==> config.mk <==
export PLATFORM = sky130hd
export DESIGN_NAME = aging_address_block_table_flat
export DESIGN_NICKNAME = d
export VERILOG_FILES = /design/src/rtl/aabt_pkg.sv /design/src/rtl/aabt_if.sv /design/src/rtl/aging_address_block_table.sv /design/src/rtl/aabt_ctrl.sv /design/src/rtl/aabt_dp.sv /design/src/flat_wrapper.sv
export SDC_FILE = /design/constraint.sdc
export NUM_CORES = 2
export LEC_CHECK = 0
export ABC_AREA = 1
export BUFFER_PORTS_ARGS = -buffer_cell sky130_fd_sc_hd__buf_2
export CAP_MARGIN = 10
export CELL_PAD_IN_SITES_DETAIL_PLACEMENT = 1
export CELL_PAD_IN_SITES_GLOBAL_PLACEMENT = 2
export CORE_AREA = 5 5 661 663
export DETAILED_ROUTE_END_ITERATION = 12
export DIE_AREA = 0 0 666 668
export MAX_ROUTING_LAYER = met4
export PLACE_DENSITY_LB_ADDON = 0.12
export SETUP_SLACK_MARGIN = 0.5
export SYNTH_ARGS = -nofsm -noshare
export SYNTH_HDL_FRONTEND = slang
export SYNTH_HIERARCHICAL = 1
export SYNTH_MEMORY_MAX_BITS = 65536
export SYNTH_SLANG_ARGS = --single-unit
==> constraint.sdc <==
create_clock -name clk -period 24.6 [get_ports clk]
set_clock_uncertainty 0.15 [all_clocks]
set_input_delay 3.69 -clock clk [delete_from_list [all_inputs] [get_ports clk]]
set_output_delay 3.69 -clock clk [all_outputs]
set_load 0.05 [all_outputs]
==> src/rtl/aabt_pkg.sv <==
// Package for the aging address block table: field widths, request and status codes, control structs.
`default_nettype none
package aabt_pkg;

	localparam int unsigned KEY_W = 32;
	localparam int unsigned TIME_W = 31;
	localparam int unsigned STEP_W = 16;
	localparam int unsigned REQ_W = 2;
	localparam int unsigned STATUS_W = 2;
	localparam int unsigned SLOT_W = 6;
	localparam int unsigned EXP_W = 7;

	localparam logic [STEP_W-1:0] TICK_STEP_RESET = 16'd3600;
	localparam int unsigned TABLE_DEPTH_DEF = 64;

	typedef enum logic [REQ_W-1:0] {
		REQ_ADD    = 2'd0,
		REQ_DELETE = 2'd1,
		REQ_LOOKUP = 2'd2,
		REQ_TICK   = 2'd3
	} req_type_t;

	typedef enum logic [STATUS_W-1:0] {
		ST_DONE      = 2'd0,
		ST_PRESENT   = 2'd1,
		ST_FULL      = 2'd2,
		ST_NOT_FOUND = 2'd3
	} status_t;

	// Commands from the controller to the datapath.
	typedef struct packed {
		logic clear;
		logic load;
		logic scan;
		logic commit;
		logic rsp_load;
	} cmd_t;

	// Status from the datapath to the controller.
	typedef struct packed {
		logic cnt_end;
		logic scan_done;
		logic out_free;
	} stat_t;

endpackage
`default_nettype wire

==> src/rtl/aabt_if.sv <==
// Request and response channel interfaces of the aging address block table.
`default_nettype none
interface aabt_req_if;
	logic                            valid;
	logic                            ready;
	logic [aabt_pkg::REQ_W-1:0]      req_type;
	logic [aabt_pkg::KEY_W-1:0]      key;
	logic [aabt_pkg::TIME_W-1:0]     duration;
	logic                            permanent;

	modport source (output valid, output req_type, output key, output duration,
		output permanent, input ready);
	modport sink (input valid, input req_type, input key, input duration,
		input permanent, output ready);
endinterface

interface aabt_rsp_if;
	logic                              valid;
	logic                              ready;
	logic [aabt_pkg::STATUS_W-1:0]     status;
	logic                              hit;
	logic [aabt_pkg::SLOT_W-1:0]       slot;
	logic [aabt_pkg::EXP_W-1:0]        expired_count;

	modport source (output valid, output status, output hit, output slot,
		output expired_count, input ready);
	modport sink (input valid, input status, input hit, input slot,
		input expired_count, output ready);
endinterface
`default_nettype wire

==> src/rtl/aging_address_block_table.sv <==
// Top level of the aging address block table.
`default_nettype none
// The aging address block table keeps TABLE_DEPTH slots, each a 32-bit address key with a
// valid mark, a permanent mark and a remaining time, and answers one request at a time:
// add, delete, lookup and tick aging. Every request walks the whole slot memory through
// its single read port, one slot per cycle. After the walk the read pipeline drains, the
// controller confirms the walk is over, an add is committed and the answer is loaded. The
// result sits in an output register, so the next request is taken while it still waits;
// if it is still waiting when that next walk ends, the new answer is held back until the
// sink takes the old one. Delete and tick write each slot back right behind the read, and
// add stores the new key in the commit step after the walk. After reset a clearing pass
// marks every slot free, and no request is taken until it ends. The tick step register
// may be written at any time the table is idle; it takes effect on the next tick.
module aging_address_block_table #(
	parameter int unsigned TABLE_DEPTH = aabt_pkg::TABLE_DEPTH_DEF
) (
	input  wire logic                          clk,
	input  wire logic                          arst_n,
	aabt_req_if.sink                           req,
	aabt_rsp_if.source                         rsp,
	input  wire logic                          tick_step_we,
	input  wire logic [aabt_pkg::STEP_W-1:0]   tick_step_wdata
);

	aabt_pkg::cmd_t  cmd;
	aabt_pkg::stat_t stat;

	// The controller sequences clearing, scanning, committing and answering.
	aabt_ctrl u_ctrl (
		.clk       (clk),
		.arst_n    (arst_n),
		.req_valid (req.valid),
		.req_ready (req.ready),
		.stat      (stat),
		.cmd       (cmd)
	);

	// The datapath holds the slot memory, the scan pipeline and the result register.
	aabt_dp #(
		.TABLE_DEPTH (TABLE_DEPTH)
	) u_dp (
		.clk             (clk),
		.arst_n          (arst_n),
		.cmd             (cmd),
		.stat            (stat),
		.tick_step_we    (tick_step_we),
		.tick_step_wdata (tick_step_wdata),
		.req_type        (req.req_type),
		.key             (req.key),
		.duration        (req.duration),
		.permanent       (req.permanent),
		.rsp_valid       (rsp.valid),
		.rsp_ready       (rsp.ready),
		.status          (rsp.status),
		.hit             (rsp.hit),
		.slot            (rsp.slot),
		.expired_count   (rsp.expired_count)
	);

endmodule
`default_nettype wire

==> src/rtl/aabt_ctrl.sv <==
// Controller state machine of the aging address block table.
`default_nettype none
module aabt_ctrl (
	input  wire logic            clk,
	input  wire logic            arst_n,
	input  wire logic            req_valid,
	output logic                 req_ready,
	input  wire aabt_pkg::stat_t stat,
	output aabt_pkg::cmd_t       cmd
);

	typedef enum logic [4:0] {
		S_CLEAR  = 5'b00001,
		S_IDLE   = 5'b00010,
		S_SCAN   = 5'b00100,
		S_COMMIT = 5'b01000,
		S_RESP   = 5'b10000
	} state_t;

	state_t state_q;
	state_t state_d;

	always_comb begin
		state_d = state_q;
		cmd = '0;
		unique case (state_q)
			S_CLEAR: begin
				cmd.clear = 1'b1;
				if (stat.cnt_end) begin
					state_d = S_IDLE;
				end
			end
			S_IDLE: begin
				if (req_valid) begin
					cmd.load = 1'b1;
					state_d = S_SCAN;
				end
			end
			S_SCAN: begin
				cmd.scan = 1'b1;
				if (stat.scan_done) begin
					state_d = S_COMMIT;
				end
			end
			S_COMMIT: begin
				cmd.commit = 1'b1;
				state_d = S_RESP;
			end
			S_RESP: begin
				if (stat.out_free) begin
					cmd.rsp_load = 1'b1;
					state_d = S_IDLE;
				end
			end
			default: begin
				state_d = S_CLEAR;
			end
		endcase
	end

	always_ff @(posedge clk or negedge arst_n) begin
		if (!arst_n) begin
			state_q <= S_CLEAR;
		end else begin
			state_q <= state_d;
		end
	end

	assign req_ready = (state_q == S_IDLE);

	// Whenever the controller waits for a request, the slot counter has run to the end.
	a_idle_cnt_end: assert property (@(posedge clk) disable iff (!arst_n)
		(state_q == S_IDLE) |-> stat.cnt_end)
		else $error("idle with slot counter not at end");

	// A freshly loaded request cannot finish its scan in the next cycle.
	a_scan_not_instant: assert property (@(posedge clk) disable iff (!arst_n)
		cmd.load |=> !stat.scan_done)
		else $error("scan reported done right after load");

endmodule
`default_nettype wire

==> src/rtl/aabt_dp.sv <==
// Datapath of the aging address block table: entry memory, scan pipeline, result register.
`default_nettype none
module aabt_dp #(
	parameter int unsigned TABLE_DEPTH = aabt_pkg::TABLE_DEPTH_DEF
) (
	input  wire logic                             clk,
	input  wire logic                             arst_n,
	input  wire aabt_pkg::cmd_t                   cmd,
	output aabt_pkg::stat_t                       stat,
	input  wire logic                             tick_step_we,
	input  wire logic [aabt_pkg::STEP_W-1:0]      tick_step_wdata,
	input  wire logic [aabt_pkg::REQ_W-1:0]       req_type,
	input  wire logic [aabt_pkg::KEY_W-1:0]       key,
	input  wire logic [aabt_pkg::TIME_W-1:0]      duration,
	input  wire logic                             permanent,
	output logic                                  rsp_valid,
	input  wire logic                             rsp_ready,
	output logic [aabt_pkg::STATUS_W-1:0]         status,
	output logic                                  hit,
	output logic [aabt_pkg::SLOT_W-1:0]           slot,
	output logic [aabt_pkg::EXP_W-1:0]            expired_count
);

	localparam int unsigned AW = $clog2(TABLE_DEPTH);
	localparam int unsigned CW = $clog2(TABLE_DEPTH + 1);
	localparam int unsigned SLOT_EXT_W = AW + aabt_pkg::SLOT_W;
	localparam int unsigned EXP_EXT_W = CW + aabt_pkg::EXP_W;
	localparam logic [CW-1:0] CNT_END = CW'(TABLE_DEPTH);

	typedef struct packed {
		logic                          valid;
		logic                          perm;
		logic [aabt_pkg::TIME_W-1:0]   ttl;
		logic [aabt_pkg::KEY_W-1:0]    key;
	} entry_t;

	entry_t mem [TABLE_DEPTH];

	logic [aabt_pkg::STEP_W-1:0] step_q;
	aabt_pkg::req_type_t         req_type_q;
	logic [aabt_pkg::KEY_W-1:0]  key_q;
	logic [aabt_pkg::TIME_W-1:0] dur_q;
	logic                        perm_q;

	logic [CW-1:0] cnt_q;
	logic          valid_s1;
	logic [AW-1:0] addr_s1;
	entry_t        rdata_s1;

	logic          hit_q;
	logic [AW-1:0] match_idx_q;
	logic          free_q;
	logic [AW-1:0] free_idx_q;
	logic [CW-1:0] exp_q;

	logic          rsp_valid_q;
	logic [aabt_pkg::STATUS_W-1:0] status_q;
	logic          hit_out_q;
	logic [aabt_pkg::SLOT_W-1:0]   slot_q;
	logic [aabt_pkg::EXP_W-1:0]    exp_out_q;

	logic is_add, is_del, is_tick;
	logic cnt_run, rd_en, clr_wr, add_wr, wb_en;
	logic match_s1, expire_s1;
	logic [aabt_pkg::TIME_W-1:0] step_ext, aged_s1;
	entry_t wb_data, add_data;

	aabt_pkg::status_t       nxt_status;
	logic                    nxt_hit;
	logic [AW-1:0]           nxt_idx;
	logic [SLOT_EXT_W-1:0]   slot_ext;
	logic [EXP_EXT_W-1:0]    exp_ext;

	assign is_add  = (req_type_q == aabt_pkg::REQ_ADD);
	assign is_del  = (req_type_q == aabt_pkg::REQ_DELETE);
	assign is_tick = (req_type_q == aabt_pkg::REQ_TICK);

	assign cnt_run = (cnt_q != CNT_END);
	assign rd_en   = cmd.scan && cnt_run;
	assign clr_wr  = cmd.clear && cnt_run;
	assign add_wr  = cmd.commit && is_add && !hit_q && free_q;

	// Aging and delete write-back of the entry read in the previous cycle.
	always_comb begin
		step_ext  = aabt_pkg::TIME_W'(step_q);
		aged_s1   = (rdata_s1.ttl > step_ext) ? (rdata_s1.ttl - step_ext) : '0;
		match_s1  = rdata_s1.valid && (rdata_s1.key == key_q);
		expire_s1 = rdata_s1.valid && !rdata_s1.perm && (aged_s1 == '0);
		wb_data   = rdata_s1;
		if (is_tick) begin
			if (rdata_s1.valid && !rdata_s1.perm) begin
				wb_data.ttl = aged_s1;
			end
			if (expire_s1) begin
				wb_data.valid = 1'b0;
			end
		end else if (match_s1) begin
			wb_data.valid = 1'b0;
		end
		wb_en = valid_s1 && (is_tick || is_del);
	end

	always_comb begin
		add_data.valid = 1'b1;
		add_data.perm  = perm_q;
		add_data.ttl   = dur_q;
		add_data.key   = key_q;
	end

	always_ff @(posedge clk) begin
		priority if (clr_wr) begin
			mem[cnt_q[AW-1:0]] <= '0;
		end else if (add_wr) begin
			mem[free_idx_q] <= add_data;
		end else if (wb_en) begin
			mem[addr_s1] <= wb_data;
		end
		if (rd_en) begin
			rdata_s1 <= mem[cnt_q[AW-1:0]];
		end
		if (rd_en) begin
			addr_s1 <= cnt_q[AW-1:0];
		end
	end

	always_ff @(posedge clk or negedge arst_n) begin
		if (!arst_n) begin
			step_q   <= aabt_pkg::TICK_STEP_RESET;
			cnt_q    <= '0;
			valid_s1 <= 1'b0;
			hit_q    <= 1'b0;
			free_q   <= 1'b0;
			exp_q    <= '0;
		end else begin
			if (tick_step_we) begin
				step_q <= tick_step_wdata;
			end
			valid_s1 <= rd_en;
			if (cmd.load) begin
				cnt_q  <= '0;
				hit_q  <= 1'b0;
				free_q <= 1'b0;
				exp_q  <= '0;
			end else begin
				if (rd_en || clr_wr) begin
					cnt_q <= cnt_q + 1'b1;
				end
				if (valid_s1 && match_s1) begin
					hit_q <= 1'b1;
				end
				if (valid_s1 && !rdata_s1.valid) begin
					free_q <= 1'b1;
				end
				if (valid_s1 && is_tick && expire_s1) begin
					exp_q <= exp_q + 1'b1;
				end
			end
		end
	end

	always_ff @(posedge clk) begin
		if (cmd.load) begin
			req_type_q <= aabt_pkg::req_type_t'(req_type);
			key_q      <= key;
			dur_q      <= duration;
			perm_q     <= permanent;
		end
		if (valid_s1 && match_s1 && !hit_q) begin
			match_idx_q <= addr_s1;
		end
		if (valid_s1 && !rdata_s1.valid && !free_q) begin
			free_idx_q <= addr_s1;
		end
	end

	// Result of the request from the scan summary.
	always_comb begin
		nxt_status = aabt_pkg::ST_DONE;
		nxt_hit    = 1'b0;
		nxt_idx    = '0;
		unique case (req_type_q)
			aabt_pkg::REQ_ADD: begin
				if (hit_q) begin
					nxt_status = aabt_pkg::ST_PRESENT;
					nxt_hit    = 1'b1;
					nxt_idx    = match_idx_q;
				end else if (!free_q) begin
					nxt_status = aabt_pkg::ST_FULL;
				end else begin
					nxt_idx = free_idx_q;
				end
			end
			aabt_pkg::REQ_DELETE, aabt_pkg::REQ_LOOKUP: begin
				if (hit_q) begin
					nxt_hit = 1'b1;
					nxt_idx = match_idx_q;
				end else begin
					nxt_status = aabt_pkg::ST_NOT_FOUND;
				end
			end
			aabt_pkg::REQ_TICK: begin
				nxt_status = aabt_pkg::ST_DONE;
			end
			default: begin
				nxt_status = aabt_pkg::ST_DONE;
			end
		endcase
		slot_ext = SLOT_EXT_W'(nxt_idx);
		exp_ext  = EXP_EXT_W'(exp_q);
	end

	always_ff @(posedge clk or negedge arst_n) begin
		if (!arst_n) begin
			rsp_valid_q <= 1'b0;
		end else if (cmd.rsp_load) begin
			rsp_valid_q <= 1'b1;
		end else if (rsp_ready) begin
			rsp_valid_q <= 1'b0;
		end
	end

	always_ff @(posedge clk) begin
		if (cmd.rsp_load) begin
			status_q  <= nxt_status;
			hit_out_q <= nxt_hit;
			slot_q    <= slot_ext[aabt_pkg::SLOT_W-1:0];
			exp_out_q <= exp_ext[aabt_pkg::EXP_W-1:0];
		end
	end

	assign rsp_valid     = rsp_valid_q;
	assign status        = status_q;
	assign hit           = hit_out_q;
	assign slot          = slot_q;
	assign expired_count = exp_out_q;

	assign stat.cnt_end   = !cnt_run;
	assign stat.scan_done = !cnt_run && !valid_s1;
	assign stat.out_free  = !rsp_valid_q || rsp_ready;

	// Clearing, insertion and write-back never share the single write port.
	a_one_writer: assert property (@(posedge clk) disable iff (!arst_n)
		$onehot0({clr_wr, add_wr, wb_en}))
		else $error("memory write port collision");

	// A tick can free no more entries than the table holds.
	a_exp_bound: assert property (@(posedge clk) disable iff (!arst_n)
		exp_q <= CNT_END)
		else $error("expired count beyond table depth");

endmodule
`default_nettype wire

==> src/flat_wrapper.sv <==
// flat-port wrapper written by rule: the top's interface ports become plain ports
module aging_address_block_table_flat 
#(
	parameter int unsigned TABLE_DEPTH = aabt_pkg::TABLE_DEPTH_DEF
)
  (clk, arst_n, tick_step_we, tick_step_wdata, req_valid, req_req_type, req_key, req_duration, req_permanent, req_ready, rsp_valid, rsp_status, rsp_hit, rsp_slot, rsp_expired_count, rsp_ready);
  aabt_req_if req_i ();
  aabt_rsp_if rsp_i ();
  input  wire logic clk;
  input  wire logic arst_n;
  input  wire logic tick_step_we;
  input  wire logic [aabt_pkg::STEP_W-1:0] tick_step_wdata;
  input wire logic [$bits(req_i.valid)-1:0] req_valid;
  input wire logic [$bits(req_i.req_type)-1:0] req_req_type;
  input wire logic [$bits(req_i.key)-1:0] req_key;
  input wire logic [$bits(req_i.duration)-1:0] req_duration;
  input wire logic [$bits(req_i.permanent)-1:0] req_permanent;
  output wire logic [$bits(req_i.ready)-1:0] req_ready;
  output wire logic [$bits(rsp_i.valid)-1:0] rsp_valid;
  output wire logic [$bits(rsp_i.status)-1:0] rsp_status;
  output wire logic [$bits(rsp_i.hit)-1:0] rsp_hit;
  output wire logic [$bits(rsp_i.slot)-1:0] rsp_slot;
  output wire logic [$bits(rsp_i.expired_count)-1:0] rsp_expired_count;
  input wire logic [$bits(rsp_i.ready)-1:0] rsp_ready;
  assign req_i.valid = req_valid;
  assign req_i.req_type = req_req_type;
  assign req_i.key = req_key;
  assign req_i.duration = req_duration;
  assign req_i.permanent = req_permanent;
  assign req_ready = req_i.ready;
  assign rsp_valid = rsp_i.valid;
  assign rsp_status = rsp_i.status;
  assign rsp_hit = rsp_i.hit;
  assign rsp_slot = rsp_i.slot;
  assign rsp_expired_count = rsp_i.expired_count;
  assign rsp_i.ready = rsp_ready;
  aging_address_block_table #(.TABLE_DEPTH(TABLE_DEPTH)) u_core (.clk(clk), .arst_n(arst_n), .req(req_i), .rsp(rsp_i), .tick_step_we(tick_step_we), .tick_step_wdata(tick_step_wdata));
endmodule
After elaboration in Yosys (flattened, before gate mapping). Memory sizes are Yosys's and may differ from the RTL's. A register that Yosys moved wholly into a read port is not among the register bits. Index checks and enable logic that the tools add are counted.

Register bits after elaboration: 139. Memory bits (writable): 4160. Input bits: 87. Output and inout port bits: 18. Logic and storage cells: 128. Memories kept: 1.

Memory list: u_core.u_dp.mem (words 64, width 65, rd ports 1, clocked after memory_dff 1, write ports 1, line aabt_dp.sv:37) `entry_t mem [TABLE_DEPTH];`.

$add $sub $neg: 3. Magnitude comparators: 1. Equality and inequality tests: 14. Mux-type cells: 52. Reductions and logical operators: 38.

Operators with widths (number): 2-to-1 mux 65 bit (2); OR reduction 65 bit (2); 2-to-1 mux 31 bit (3); == test 32 bit (1); greater-than comparator 31 x 16 -> 1 bit (1); logical NOT 31 bit (1); subtractor 31 x 16 -> 31 bit (1); 2-to-1 mux 6 bit (5); 2-to-1 mux 1 bit (28); 2-to-1 mux 7 bit (4); one-hot mux 5 bit (5 select lines) (1); 2-to-1 mux 5 bit (4); logical AND 1 bit (16); adder 7 x 1 -> 7 bit (second input constant) (2); one-hot mux 6 bit (2 select lines) (1); nonzero test 2 bit (5); logical NOT 1 bit (7); inequality test 7 bit (second input constant) (1); 2-to-1 mux 2 bit (3); one-hot mux 2 bit (3 select lines) (1); == test 5 x 1 -> 1 bit (second input constant) (1); == test 5 x 2 -> 1 bit (second input constant) (1); == test 5 x 3 -> 1 bit (second input constant) (1); == test 5 x 4 -> 1 bit (second input constant) (1); other kinds (10) (15).

Depth between registers and ports, before layout.
Depth in word-level cells: 11. Gate-level depth with buffers: 23. Gate-level depth less buffers: 23.

Hierarchy. Netlist, hierarchy kept.

By module, submodules not included: aabt_dp (times used 1, cells each 12678, area an instance 171147.9 µm², sequential area each 130730.4 µm²); aabt_ctrl (times used 1, cells each 47, area an instance 324.1 µm², sequential area each 126.4 µm²).

Least setup slack after synthesis. No wires, ideal clock.

Kind: register to register. Start point: reg u_core.u_dp.cnt_q[0]. End point: mem u_core/u_dp/mem[50][0] (netlist name), enable pin. Setup time: 568 ps. Arrival: 7257 ps. Required time: 23882 ps. Path slack: 16625 ps. Cell stages (with the launch flop): 22. Buffers on the path: 6. Period minus slack after synthesis: 7975 ps. Cells stage by stage: dfrtp_1 -> inv_1 -> buf_2 -> buf_2 -> buf_2 -> buf_2 -> buf_2 -> ha_1 -> nand2_1 -> nor3_1 -> and2_2 -> inv_2 -> nand2_4 -> inv_2 -> nor3_2 -> inv_2 -> buf_6 -> o21ai_2 -> inv_1 -> nor2_2 -> nand3_4 -> nor3_1.

Word-level cells in the longest chain between the ends: 7. Elaborated cells on any way between the ends: 14. Classes of those cells: eq/ne: 1; mux: 10; reduce/logical: 3.

Ends and longest elaborated chain: start, declared (line aabt_dp.sv:45) `logic [CW-1:0] cnt_q;`; start signal, assigned (line aabt_dp.sv:146) `cnt_q <= cnt_q + 1'b1;`; inequality test 7 bit (line aabt_dp.sv:78) `assign cnt_run = (cnt_q != CNT_END);`; logical AND 1 bit (line aabt_dp.sv:80) `assign clr_wr = cmd.clear && cnt_run;`; 2-to-1 mux 1 bit (line aabt_dp.sv:111) `priority if (clr_wr) begin`; 2-to-1 mux 1 bit (implied by the code) (line aabt_dp.sv:114) `mem[free_idx_q] <= add_data;`; OR reduction 65 bit (no source line); 2-to-1 mux 6 bit (no source line) / 2-to-1 mux 1 bit (equally long branches) (2 in series); end, declared (line aabt_dp.sv:37).

Parallel ways exist; a longest one is shown, timed or not.

Worst setup path after layout.
Start point: reg u_core.u_dp.cnt_q[1]. End point: mem u_core/u_dp/mem[15][43] (netlist name), enable pin.

The elaborated chain is that of the path after synthesis.

==> flow_metrics.env <==
export IMPL_postCtsSetupRepairBufs=0
export IMPL_syn_area_um2=171000
export IMPL_drive_gt1_frac=0.0989
export IMPL_grt_start_max_net_pins=185
export IMPL_grt_first_pass_wirelength_mm=930
export IMPL_critPathCaptureType="flop"
export IMPL_setup_violations=0
export IMPL_tightest_slew_ns=1.22
export IMPL_core_um2=430000
export IMPL_die_h_um=668
export IMPL_synth_seq_cells=4364
export IMPL_cts_max_path_buffers=4
export IMPL_syn_to_final_growth_pct=13.5
export IMPL_row_count=241
export IMPL_crit_start="u_core/u_dp/cnt_q[1]"
export IMPL_hp_class="reg -> reg"
export IMPL_insertion_delay_ns=1.02
export IMPL_final_seq_area_um2=131000
export IMPL_cts_resized=0
export IMPL_port_buffers=104
export IMPL_cts_buffers=468
export IMPL_wl_mm=672
export IMPL_setup_tns_ns=0
export IMPL_hp_start="u_core/u_dp/rsp_valid"
export IMPL_yosysUniqueCellTypes=59
export IMPL_synth_main_ff_cell="edfxtp_1"
export IMPL_clk_pin_slew_ns=0.06
export IMPL_drt_iter0_drc=13746
export IMPL_period_needed_ns=6.79
export IMPL_place_gp_congestion=0.854
export IMPL_max_clock_freq_mhz=147
export IMPL_ios=105
export IMPL_wl_per_cell_um=35.6
export IMPL_viasPerCell=6.19
export IMPL_reg2reg_from="u_core/u_dp/cnt_q[1]"
export IMPL_grt_antenna_before_repair=51
export IMPL_async_reset_ff_frac=0.00894
export IMPL_finalMaxSlewViolations=0
export IMPL_cts_root_buf="clkbuf_16"
export IMPL_ir_worst_vdd_uv=91.4
export IMPL_hold_slack_ns=0.367
export IMPL_die_w_um=666
export IMPL_hold_viol_final=0
export IMPL_firstDrtPassIters=8
export IMPL_start_util=0.399
export IMPL_nNetsFinal=12843
export IMPL_worstPathArrival_ns=7.25
export IMPL_status="finished, final reports clean"
export IMPL_yosysWarningCount=6
export IMPL_synth_edf_count=4325
export IMPL_grtUsageTotal=0.303
export IMPL_grt_ovfl_total=0
export IMPL_drc=0
export IMPL_dp_hpwl_mm=382
export IMPL_synth_nets=12837
export IMPL_cts_hold_buf=0
export IMPL_max_slew_margin=0.182
export IMPL_powerDensity_nw_per_um2=119
export IMPL_critPathMaxFanout=69
export IMPL_cts_tree="yes"
export IMPL_h_tree_depth=5
export IMPL_crit_type="reg -> reg"
export IMPL_multi_input_area_um2=37400
export IMPL_cap_viol_max_count=0
export IMPL_ant_nets=0
export IMPL_syn_area_per_cell_um2=13.5
export IMPL_cp_start_kind="flop"
export IMPL_ys_seq_area_frac=0.763
export IMPL_fillerInstances=42878
export IMPL_syn_inst=12725
export IMPL_dieArea_um2=445000
export IMPL_vias=116791
export IMPL_worstPathRequired_ns=25.07
export IMPL_grt_pass1_vias=115484
export IMPL_rsz0062_at_grt="false"
export IMPL_cts_num_sinks=4364
export IMPL_p_leak_nw=68.7
export IMPL_finalCritPeriodShare=0.276
[Yosys cell counts (4+ instances only)]
cell	instances	area (um2)
edfxtp_1	4325	130000
nor2_1	2236	8390
o21ai_0	2137	10700
nand2_1	816	3060
clkbuf_1	735	2760
o22ai_1	626	3920
o221ai_1	425	3720
nand3_1	387	1940
inv_1	189	709
a21oi_1	131	656
buf_2	123	616
o211ai_1	98	736
a31oi_1	77	482
nand4_1	75	469
a32o_1	47	470
buf_1	44	165
dfrtp_1	34	851
xnor2_1	27	236
a221o_1	24	240
ha_1	24	300
nor3_1	19	95.1
inv_2	15	56.3
nor2_2	13	81.3
nand2_2	11	68.8
nand3_2	8	80.1
xor2_1	8	70.1
and2_1	5	31.3
buf_4	5	37.5
dfstp_2	5	131
o311ai_0	5	43.8
a311oi_1	4	35.0
nor4_1	4	25.0
o21ai_2	4	35.0
[flip-flops by register name, summed over array words and instances (netlist names), 7 cells and up]
signal and flops:
u_core/u_dp/step_q 16, u_core/u_dp/dur_q 31, u_core/u_dp/exp_q 7, u_core/u_dp/expired_count 7, u_core/u_dp/rdata_s1 65, u_core/u_dp/key_q 32
u_core/u_dp/cnt_q 7, u_core/u_dp/mem 4160
[critical path, stage by stage, from the launching register on]
cell      delay (ns)
dfrtp_4         0.72
inv_8           0.43
ha_1            0.26
nand2_1         0.06
nor3_1          0.11
and2_2          0.19
inv_2           0.06
nand2_4         0.25
inv_2           0.11
nor3_4          0.15
clkinv_2        0.24
o21ai_1         0.41
nand2_1         0.56
nor2_4          1.10
buf_4           0.62
buf_4           0.69
[layer usage]
metal | routed length [um] | global-route usage | up-vias
met1 | 282000 | 0.413 | 62642
met4 | 24000 | 0.0973 | 0
met3 | 51400 | 0.0406 | 1017
li1 | - | - | 48102
met5 | 0 | - | -
met2 | 315000 | 0.473 | 5030
[worst paths after layout]
| path | end | slack, ns | cells after the start |
|---|---|---|---|
| min in group asynchronous | u_core/u_dp/step_q[5] | 2.76 | 1 |
| max | u_core/u_dp/mem[15][43] | 17.81 | 15 |
| min | u_core/u_dp/rsp_valid | 0.37 | 2 |
| max in group asynchronous | u_core/u_dp/cnt_q[0] | 20.72 | 1 |
| min reg2reg | u_core/u_dp/rsp_valid | 0.37 | 2 |
| max reg2reg | u_core/u_dp/mem[15][43] | 17.81 | 15 |
[cell type report]
class	count	share of cell area
sequential	4364	0.673
multi-input combinational	7247	0.192
clock buffer	589	0.0635
tap	5710	0.0367
timing repair buffer	445	0.0177
clock inverter	281	0.0127
inverter	205	0.00423
antenna	23	0.000296
[kinds of logic (layout without fill, tap and decap cells)]
logic type,count (synthesis),in the layout,synth area share
flops,4364,4364,0.763
compound gates,3594,3594,0.123
simple gates,3592,3592,0.0842
buf+inv,1114,1520,0.0255
xor+xnor,35,35,0.00179
fa+ha+maj,25,25,0.00187
mux,1,1,0.0000657
other cells,0,23,0
[cell usage in the layout, fill, tap and decap left out, types with 27 or more instances in the layout]
cell type,netlist,routed
nor2_1,2236,2175
dfrtp_1,34,29
o21ai_0,2137,2119
o211ai_1,98,98
buf_4,5,311
bufinv_16,0,34
buf_2,123,105
clkinv_2,0,88
o221ai_1,425,425
clkinv_1,1,122
edfxtp_1,4325,4325
nand4_1,75,75
nand3_1,387,387
clkbuf_16,0,473
a21oi_1,131,131
xnor2_1,27,27
clkbuf_1,735,108
nand2_1,816,814
nor2_4,2,62
a31oi_1,77,77
inv_1,189,184
buf_12,0,28
o22ai_1,626,612
[stage by stage]
step,worst slack [ns],cell area (um2),std cells,util,power (mW)
2_1_floorplan,16.62,171000,12725,-,12.9
3_3_place_gp,17.80,180000,17968,0.418,16.3
3_5_place_dp,17.93,180000,17970,0.418,16.4
4_1_cts,17.89,195000,18840,0.453,23.3
5_1_grt,17.64,195000,18854,0.453,24.1
6_report,17.81,195000,18864,0.453,23.2
[where the power goes]
group | switching, mW | leakage (nW) | internal, mW
registers | 0.129 | 47.0 | 8.38
logic | 5.94 | 14.5 | 1.87
clock network | 3.00 | 7.22 | 3.90
(Power assumes the default switching activity.)
